File: src/hdl/sha256_pkg.sv
package sha256_pkg;

    // Field widths of the two streams.
    localparam int BYTE_W  = 8;
    localparam int WORD_W  = 32;
    localparam int INDEX_W = 3;
    localparam int COUNT_W = 61;

    // Block geometry: 64 bytes, 16 schedule words, 64 rounds, 8 hash words.
    localparam int BLOCK_BITS = 512;
    localparam int FILL_W     = 6;
    localparam int ROUND_W    = 6;
    localparam int HASH_WORDS = 8;

    // Position in the block where the 64-bit length field starts.
    localparam logic [FILL_W-1:0] LEN_START = 6'd56;
    localparam logic [FILL_W-1:0] LAST_FILL = 6'd63;
    localparam logic [ROUND_W-1:0] LAST_ROUND = 6'd63;
    localparam logic [INDEX_W-1:0] LAST_INDEX = 3'd7;

    // Padding marker byte.
    localparam logic [BYTE_W-1:0] PAD_MARK = 8'h80;

    // Initial hash value, element 0 is the first word.
    localparam logic [HASH_WORDS-1:0][WORD_W-1:0] H_INIT = {
        32'h5be0cd19, 32'h1f83d9ab, 32'h9b05688c, 32'h510e527f,
        32'ha54ff53a, 32'h3c6ef372, 32'hbb67ae85, 32'h6a09e667
    };

    // Round constants.
    localparam logic [WORD_W-1:0] K_TABLE [64] = '{
        32'h428a2f98, 32'h71374491, 32'hb5c0fbcf, 32'he9b5dba5,
        32'h3956c25b, 32'h59f111f1, 32'h923f82a4, 32'hab1c5ed5,
        32'hd807aa98, 32'h12835b01, 32'h243185be, 32'h550c7dc3,
        32'h72be5d74, 32'h80deb1fe, 32'h9bdc06a7, 32'hc19bf174,
        32'he49b69c1, 32'hefbe4786, 32'h0fc19dc6, 32'h240ca1cc,
        32'h2de92c6f, 32'h4a7484aa, 32'h5cb0a9dc, 32'h76f988da,
        32'h983e5152, 32'ha831c66d, 32'hb00327c8, 32'hbf597fc7,
        32'hc6e00bf3, 32'hd5a79147, 32'h06ca6351, 32'h14292967,
        32'h27b70a85, 32'h2e1b2138, 32'h4d2c6dfc, 32'h53380d13,
        32'h650a7354, 32'h766a0abb, 32'h81c2c92e, 32'h92722c85,
        32'ha2bfe8a1, 32'ha81a664b, 32'hc24b8b70, 32'hc76c51a3,
        32'hd192e819, 32'hd6990624, 32'hf40e3585, 32'h106aa070,
        32'h19a4c116, 32'h1e376c08, 32'h2748774c, 32'h34b0bcb5,
        32'h391c0cb3, 32'h4ed8aa4a, 32'h5b9cca4f, 32'h682e6ff3,
        32'h748f82ee, 32'h78a5636f, 32'h84c87814, 32'h8cc70208,
        32'h90befffa, 32'ha4506ceb, 32'hbef9a3f7, 32'hc67178f2
    };

    // Rotate right by a constant amount.
    function automatic logic [WORD_W-1:0] rotr(input logic [WORD_W-1:0] v, input int s);
        return (v >> s) | (v << (WORD_W - s));
    endfunction

    function automatic logic [WORD_W-1:0] big_sigma0(input logic [WORD_W-1:0] v);
        return rotr(v, 2) ^ rotr(v, 13) ^ rotr(v, 22);
    endfunction

    function automatic logic [WORD_W-1:0] big_sigma1(input logic [WORD_W-1:0] v);
        return rotr(v, 6) ^ rotr(v, 11) ^ rotr(v, 25);
    endfunction

    function automatic logic [WORD_W-1:0] small_sigma0(input logic [WORD_W-1:0] v);
        return rotr(v, 7) ^ rotr(v, 18) ^ (v >> 3);
    endfunction

    function automatic logic [WORD_W-1:0] small_sigma1(input logic [WORD_W-1:0] v);
        return rotr(v, 17) ^ rotr(v, 19) ^ (v >> 10);
    endfunction

endpackage

File: src/hdl/sha256_stream_hasher.sv
// SHA-256 hasher for a byte stream. Each input beat carries one message byte
// (tuser high) and/or the end of the message (tlast). While the block is idle
// it takes one byte per cycle; the 64th byte of a block starts the round unit,
// which runs one round per cycle and then folds the result into the hash;
// s_tready is low meanwhile, so no new byte is taken until the block is done.
// On end of message the padding is shifted in one byte per cycle, over two
// blocks when the length field spills into an extra block; each padded block
// is compressed as above, and the digest leaves as eight 32-bit beats,
// most significant word first, with the last beat flagged by m_tlast. The
// hash state and byte count then return to their initial values, so the
// next message can follow at once.
module sha256_stream_hasher (
    input  logic                             aclk,
    input  logic                             aresetn,
    input  logic                             s_tvalid,
    output logic                             s_tready,
    input  logic [sha256_pkg::BYTE_W-1:0]    s_tdata,   // [7:0] data_byte
    input  logic                             s_tuser,   // [0] has_byte
    input  logic                             s_tlast,   // end_of_message
    output logic                             m_tvalid,
    input  logic                             m_tready,
    output logic [sha256_pkg::WORD_W-1:0]    m_tdata,   // [31:0] digest_word
    output logic [sha256_pkg::INDEX_W-1:0]   m_tuser,   // [2:0] word_index
    output logic                             m_tlast    // last_word
);
    import sha256_pkg::*;

    typedef enum logic [2:0] {
        ST_IDLE,
        ST_PAD,
        ST_ROUND,
        ST_FIN,
        ST_OUT
    } state_t;

    state_t                            state_reg, state_next;
    logic [BLOCK_BITS-1:0]             msg_reg, msg_next;
    logic [HASH_WORDS-1:0][WORD_W-1:0] hash_reg, hash_next;
    logic [HASH_WORDS-1:0][WORD_W-1:0] work_reg, work_next;
    logic [COUNT_W-1:0]                count_reg, count_next;
    logic [FILL_W-1:0]                 fill_reg, fill_next;
    logic [ROUND_W-1:0]                round_reg, round_next;
    logic [INDEX_W-1:0]                out_idx_reg, out_idx_next;
    logic                              end_reg, end_next;
    logic                              pad_first_reg, pad_first_next;
    logic                              pad_wrap_reg, pad_wrap_next;
    logic                              pad_done_reg, pad_done_next;
    logic                              m_valid_reg, m_valid_next;
    logic [WORD_W-1:0]                 m_data_reg, m_data_next;
    logic [INDEX_W-1:0]                m_index_reg, m_index_next;
    logic                              m_last_reg, m_last_next;

    logic                              in_fire;
    logic                              out_free;
    logic [7:0][BYTE_W-1:0]            len_bytes;
    logic [BYTE_W-1:0]                 pad_byte;
    logic                              pad_is_len;
    logic [WORD_W-1:0]                 w0, w1, w9, w14, w_new;
    logic [WORD_W-1:0]                 t1, t2;

    assign s_tready = (state_reg == ST_IDLE);
    assign in_fire  = s_tvalid && s_tready;
    assign out_free = !m_valid_reg || m_tready;

    assign m_tvalid = m_valid_reg;
    assign m_tdata  = m_data_reg;
    assign m_tuser  = m_index_reg;
    assign m_tlast  = m_last_reg;

    // The message length in bits, split into bytes; element 7 is sent first.
    assign len_bytes = {count_reg, 3'b000};

    // Padding byte: the marker first, then zeros, then the length field in
    // the last eight bytes of a block that did not take the marker there.
    always_comb begin
        pad_is_len = !pad_first_reg && !pad_wrap_reg && (fill_reg >= LEN_START);
        if (pad_first_reg) begin
            pad_byte = PAD_MARK;
        end else if (pad_is_len) begin
            pad_byte = len_bytes[3'd7 - fill_reg[2:0]];
        end else begin
            pad_byte = '0;
        end
    end

    // Schedule window taps: w0 is the word used in the current round.
    assign w0    = msg_reg[BLOCK_BITS-1 -: WORD_W];
    assign w1    = msg_reg[BLOCK_BITS-1-WORD_W -: WORD_W];
    assign w9    = msg_reg[BLOCK_BITS-1-9*WORD_W -: WORD_W];
    assign w14   = msg_reg[BLOCK_BITS-1-14*WORD_W -: WORD_W];
    assign w_new = small_sigma1(w14) + w9 + small_sigma0(w1) + w0;

    // Shared round unit.
    always_comb begin
        t1 = work_reg[7] + big_sigma1(work_reg[4])
           + ((work_reg[4] & work_reg[5]) ^ (~work_reg[4] & work_reg[6]))
           + K_TABLE[round_reg] + w0;
        t2 = big_sigma0(work_reg[0])
           + ((work_reg[0] & work_reg[1]) ^ (work_reg[0] & work_reg[2])
              ^ (work_reg[1] & work_reg[2]));
    end

    // Sequencer.
    always_comb begin
        state_next     = state_reg;
        msg_next       = msg_reg;
        hash_next      = hash_reg;
        work_next      = work_reg;
        count_next     = count_reg;
        fill_next      = fill_reg;
        round_next     = round_reg;
        out_idx_next   = out_idx_reg;
        end_next       = end_reg;
        pad_first_next = pad_first_reg;
        pad_wrap_next  = pad_wrap_reg;
        pad_done_next  = pad_done_reg;
        m_valid_next   = m_valid_reg && !m_tready;
        m_data_next    = m_data_reg;
        m_index_next   = m_index_reg;
        m_last_next    = m_last_reg;

        unique case (state_reg)
            ST_IDLE: begin
                if (in_fire) begin
                    end_next       = s_tlast;
                    pad_first_next = 1'b1;
                    pad_wrap_next  = 1'b0;
                    pad_done_next  = 1'b0;
                    if (s_tuser) begin
                        msg_next   = {msg_reg[BLOCK_BITS-BYTE_W-1:0], s_tdata};
                        count_next = count_reg + 1'b1;
                        fill_next  = fill_reg + 1'b1;
                    end
                    if (s_tuser && fill_reg == LAST_FILL) begin
                        work_next  = hash_reg;
                        round_next = '0;
                        state_next = ST_ROUND;
                    end else if (s_tlast) begin
                        state_next = ST_PAD;
                    end
                end
            end
            ST_PAD: begin
                msg_next       = {msg_reg[BLOCK_BITS-BYTE_W-1:0], pad_byte};
                fill_next      = fill_reg + 1'b1;
                pad_first_next = 1'b0;
                if (pad_first_reg && fill_reg >= LEN_START) begin
                    pad_wrap_next = 1'b1;
                end
                if (fill_reg == LAST_FILL) begin
                    pad_wrap_next = 1'b0;
                    pad_done_next = pad_is_len;
                    work_next     = hash_reg;
                    round_next    = '0;
                    state_next    = ST_ROUND;
                end
            end
            ST_ROUND: begin
                msg_next    = {msg_reg[BLOCK_BITS-WORD_W-1:0], w_new};
                work_next   = {work_reg[6:4], work_reg[3] + t1,
                               work_reg[2:0], t1 + t2};
                round_next  = round_reg + 1'b1;
                if (round_reg == LAST_ROUND) begin
                    state_next = ST_FIN;
                end
            end
            ST_FIN: begin
                for (int i = 0; i < HASH_WORDS; i++) begin
                    hash_next[i] = hash_reg[i] + work_reg[i];
                end
                if (pad_done_reg) begin
                    out_idx_next = '0;
                    state_next   = ST_OUT;
                end else if (end_reg) begin
                    state_next = ST_PAD;
                end else begin
                    state_next = ST_IDLE;
                end
            end
            ST_OUT: begin
                if (out_free) begin
                    m_valid_next = 1'b1;
                    m_data_next  = hash_reg[out_idx_reg];
                    m_index_next = out_idx_reg;
                    m_last_next  = (out_idx_reg == LAST_INDEX);
                    out_idx_next = out_idx_reg + 1'b1;
                    if (out_idx_reg == LAST_INDEX) begin
                        hash_next  = H_INIT;
                        count_next = '0;
                        end_next   = 1'b0;
                        state_next = ST_IDLE;
                    end
                end
            end
            default: begin
                state_next = ST_IDLE;
            end
        endcase
    end

    // State and registered outputs.
    always_ff @(posedge aclk) begin
        if (!aresetn) begin
            state_reg     <= ST_IDLE;
            hash_reg      <= H_INIT;
            count_reg     <= '0;
            fill_reg      <= '0;
            round_reg     <= '0;
            out_idx_reg   <= '0;
            end_reg       <= 1'b0;
            pad_first_reg <= 1'b0;
            pad_wrap_reg  <= 1'b0;
            pad_done_reg  <= 1'b0;
            m_valid_reg   <= 1'b0;
        end else begin
            state_reg     <= state_next;
            hash_reg      <= hash_next;
            count_reg     <= count_next;
            fill_reg      <= fill_next;
            round_reg     <= round_next;
            out_idx_reg   <= out_idx_next;
            end_reg       <= end_next;
            pad_first_reg <= pad_first_next;
            pad_wrap_reg  <= pad_wrap_next;
            pad_done_reg  <= pad_done_next;
            m_valid_reg   <= m_valid_next;
        end
        msg_reg     <= msg_next;
        work_reg    <= work_next;
        m_data_reg  <= m_data_next;
        m_index_reg <= m_index_next;
        m_last_reg  <= m_last_next;
    end

    // A block always enters the round unit completely filled.
    a_round_full_block: assert property (@(posedge aclk) disable iff (!aresetn)
        (state_reg == ST_ROUND) |-> (fill_reg == '0))
        else $error("round unit running on a partially filled block");

    // The last round is always followed by the hash update.
    a_round_to_fin: assert property (@(posedge aclk) disable iff (!aresetn)
        (state_reg == ST_ROUND && round_reg == LAST_ROUND) |=> (state_reg == ST_FIN))
        else $error("hash update skipped after the last round");

    // The last-word flag travels only with the final word index.
    a_last_index: assert property (@(posedge aclk) disable iff (!aresetn)
        m_valid_reg |-> (m_last_reg == (m_index_reg == LAST_INDEX)))
        else $error("last-word flag does not match the word index");

    // Digest output always starts at the most significant word.
    a_out_start: assert property (@(posedge aclk) disable iff (!aresetn)
        $rose(state_reg == ST_OUT) |-> (out_idx_reg == '0))
        else $error("digest output did not start at word zero");

endmodule
File: config.mk
export PLATFORM = sky130hd
export DESIGN_NAME = sha256_stream_hasher
export DESIGN_NICKNAME = d
export VERILOG_FILES = /design/src/hdl/sha256_pkg.sv /design/src/hdl/sha256_stream_hasher.sv
export SDC_FILE = /design/constraint.sdc
export NUM_CORES = 2
export LEC_CHECK = 0
export ABC_CLOCK_PERIOD_IN_PS = 61100
export BUFFER_PORTS_ARGS = -buffer_cell sky130_fd_sc_hd__buf_4
export CORE_MARGIN = 2
export CORE_UTILIZATION = 55
export CTS_CLUSTER_SIZE = 16
export DETAILED_ROUTE_END_ITERATION = 7
export PLACE_DENSITY = 0.75
export SETUP_SLACK_MARGIN = 0.02
export SLEW_MARGIN = 20
export SYNTH_ARGS = -nofsm -noshare
export SYNTH_HDL_FRONTEND = slang
export SYNTH_SLANG_ARGS = --single-unit
File: constraint.sdc
create_clock -name aclk -period 61.1 [get_ports aclk]
set_input_delay 3.055 -clock aclk [delete_from_list [all_inputs] [get_ports aclk]]
set_output_delay 3.055 -clock aclk [all_outputs]
set_load 0.03 [all_outputs]
==> reports/qor.yml <==
global_route:
  track_usage_pct: 32.33
  grt_overflow_total: 0
  grt_pass1_wl_microns: 350800
  grt_max_degree: 117
  antenna_found_initial: 4
  grt_pass1_vias: 59240
logic_synthesis:
  synth_compound_area_share_pct: 13.93
  yosys.area_share.xor_xnor_pct: 7.135
  syn-cell-area_sq_um: 75810
  synth_warnings: 0
  synth_mux_area_share_pct: 3.755
  postSynthCellCount: 8430
  ys_seq_elements: 1144
  synth.avg_cell_area_sq_um: 8.993
  ys.flop_type: "edfxtp_1"
  ys_seq_area_share_pct: 40.82
  synth_nets: 9040
  synth_top_family_by_area: "simple AND/OR/NAND/NOR gates"
  synth-adder-area-share_pct: 11.84
  yosys.area_share.simple_pct: 17.80
  synth_edf_count: 804
  synth_cell_type_count: 92
  async_flop_share_pct: 0
clocking:
  cts-resized-gates: 0
  cts_hold_buf: 0
  numClockSinks: 1144
  cts_tree: "built"
  cts.path.max_buffers: 3
  cts_htree_levels: 4
  cts_buffers: 132
  clk-insertion-delay-late_ns: 0.79
  cts_setup_buffers: 0
  clk_pin_slew_ns: 0.06
  clockRootBuffer: "clkbuf_16"
floorplan:
  fp.dieW_microns: 375.3
  initial_core_util_pct: 55.28
  ioPinCount: 52
  fp.dieH_microns: 375.3
  placeableCoreArea_sq_um: 137200
  std_cell_rows: 136
  die-area_sq_um: 140800
finish:
  layout_common_cells: "2311 x nand2_1, 804 x edfxtp_1, 491 x o21ai_0"
  area_growth_pct: 7.795
  drive_above_1_share_pct: 6.240
  final_common_cell: "nand2_1"
  largest_register_ffs: 512
  final_nets: 8835
setup_path:
  crit_arrival_ns: 10.08
  crit_type: "flip-flop to flip-flop"
  cp_common_cell: "inv_1"
  endpoint_kind: "flip-flop"
  start_kind: "flip-flop"
  worstPathRequired_ns: 61.73
  slowest_delay_ns: 0.78
  worst-path-max-fanout: 26
  cp_slowest_cell: "ha_1"
sta:
  fin_crit_sh_pct: 15.47
  setup_viol: 0
  tightest_slew_ns: 1.155
  rsz0062_at_grt: "false"
  slew_headroom_pct: 22.36
  slew_violations: 0
  hold_violations: 0
  min_period_ns: 9.451
  fmax_mhz: 105.8
  setup_tns_ns: 0
  fin_skew_ns: 0.03266
run_status:
  failed_checks: "design-rule violations"
  status: "finished with violations"
hold_path:
  hold_class: "flip-flop to flip-flop"
placement:
  place_hpwl_microns: 165900
  io_buffer_count: 51
  place.gp.congestion: 1.009
detailed_routing:
  post-route-drc-count: 2
  dr.first_iter.drc_count: 7010
  vias: 61550
  drt_first_pass_iters: 8
  ant_nets: 0
  wl_per_cell_microns: 22.80
  wl_microns: 231000
  via_per_inst: 6.076
run:
  maxCapViolCount: 0
## Yosys cell counts, drive strengths merged, types with 85 or more instances
cell type	n	area [sq um]
nand2	2316	8693
edfxtp	804	24140
clkbuf	429	1610
a21oi	406	2032
nand3	99	495.5
nor3	85	430.4
inv	486	1824
ha	399	4992
o21ai	497	2495
dfxtp	340	6807
nor2b	117	739.5
nor2	375	1408
fa	197	3944
a21o	184	1383
xnor2	341	2987
xor2	274	2400
## logic make-up (layout without fill, tap and decap cells)
| group | Yosys count | after routing |
|---|---|---|
| flip-flops | 1144 | 1144 |
| XOR/XNOR | 616 | 616 |
| AND/OR/NAND/NOR | 3254 | 3254 |
| adder cells (fa/ha/maj) | 600 | 600 |
| multiplexers | 175 | 175 |
| AO/OA/AOI/OAI | 1689 | 1689 |
| other | 0 | 1 |
| buffers and inverters | 952 | 856 |
## worst paths after layout
| kind | from | to | slack, ns | cells after the start |
|---|---|---|---|---|
| setup / recovery | round_reg[0] | work_reg[28] | 51.65 | 31 |
| hold / removal | end_reg | end_reg | 0.48 | 2 |
| setup reg to reg | round_reg[0] | work_reg[28] | 51.65 | 31 |
| hold reg to reg | end_reg | end_reg | 0.48 | 2 |
## through the flow
| stage | instance area (sq um) | hold slack, ns | setup WS (ns) | std cells | util (%) |
|---|---|---|---|---|---|
| 2_1_floorplan | 75810 | 0.4349 | 19.13 | 8430 | - |
| 3_3_place_gp | 77330 | 0.4662 | 51.90 | 9884 | 56.39 |
| 3_5_place_dp | 77340 | 0.4839 | 51.78 | 9884 | 56.39 |
| 4_1_cts | 81690 | 0.4912 | 51.74 | 10130 | 59.56 |
| 5_1_grt | 81720 | 0.5271 | 51.14 | 10130 | 59.58 |
| 6_report | 81720 | 0.4848 | 51.65 | 10130 | 59.58 |
## per-layer routing
layer	wire [microns]	global-route usage (%)
met1	91750	42.18
met2	105700	51.46
met3	18660	4.817
met4	14880	18.73
met5	12	0
## worst max-delay path: cells and delay by family, from the launching register on
family	cells	cell delay, ns
XOR/XNOR	1	0.33
AO/OA/AOI/OAI	11	2.86
AND/OR/NAND/NOR	8	2.08
buffers and inverters	6	1.28
adder cells (fa/ha/maj)	5	2.45
flip-flops	1	0.30
## layout make-up
class	instances	area (sq um)
multi-input combinational	6334	41360
sequential	1144	30960
clock inverter	68	748.2
antenna	1	2.502
inverter	489	1843
tap	1794	2245
timing repair buffer	124	947.2
fill	11700	55430
clock buffer	175	3608
Power is left out: the tool's default activity adds up to more than one toggle a clock period on the data nets, which glitch-free logic cannot reach.
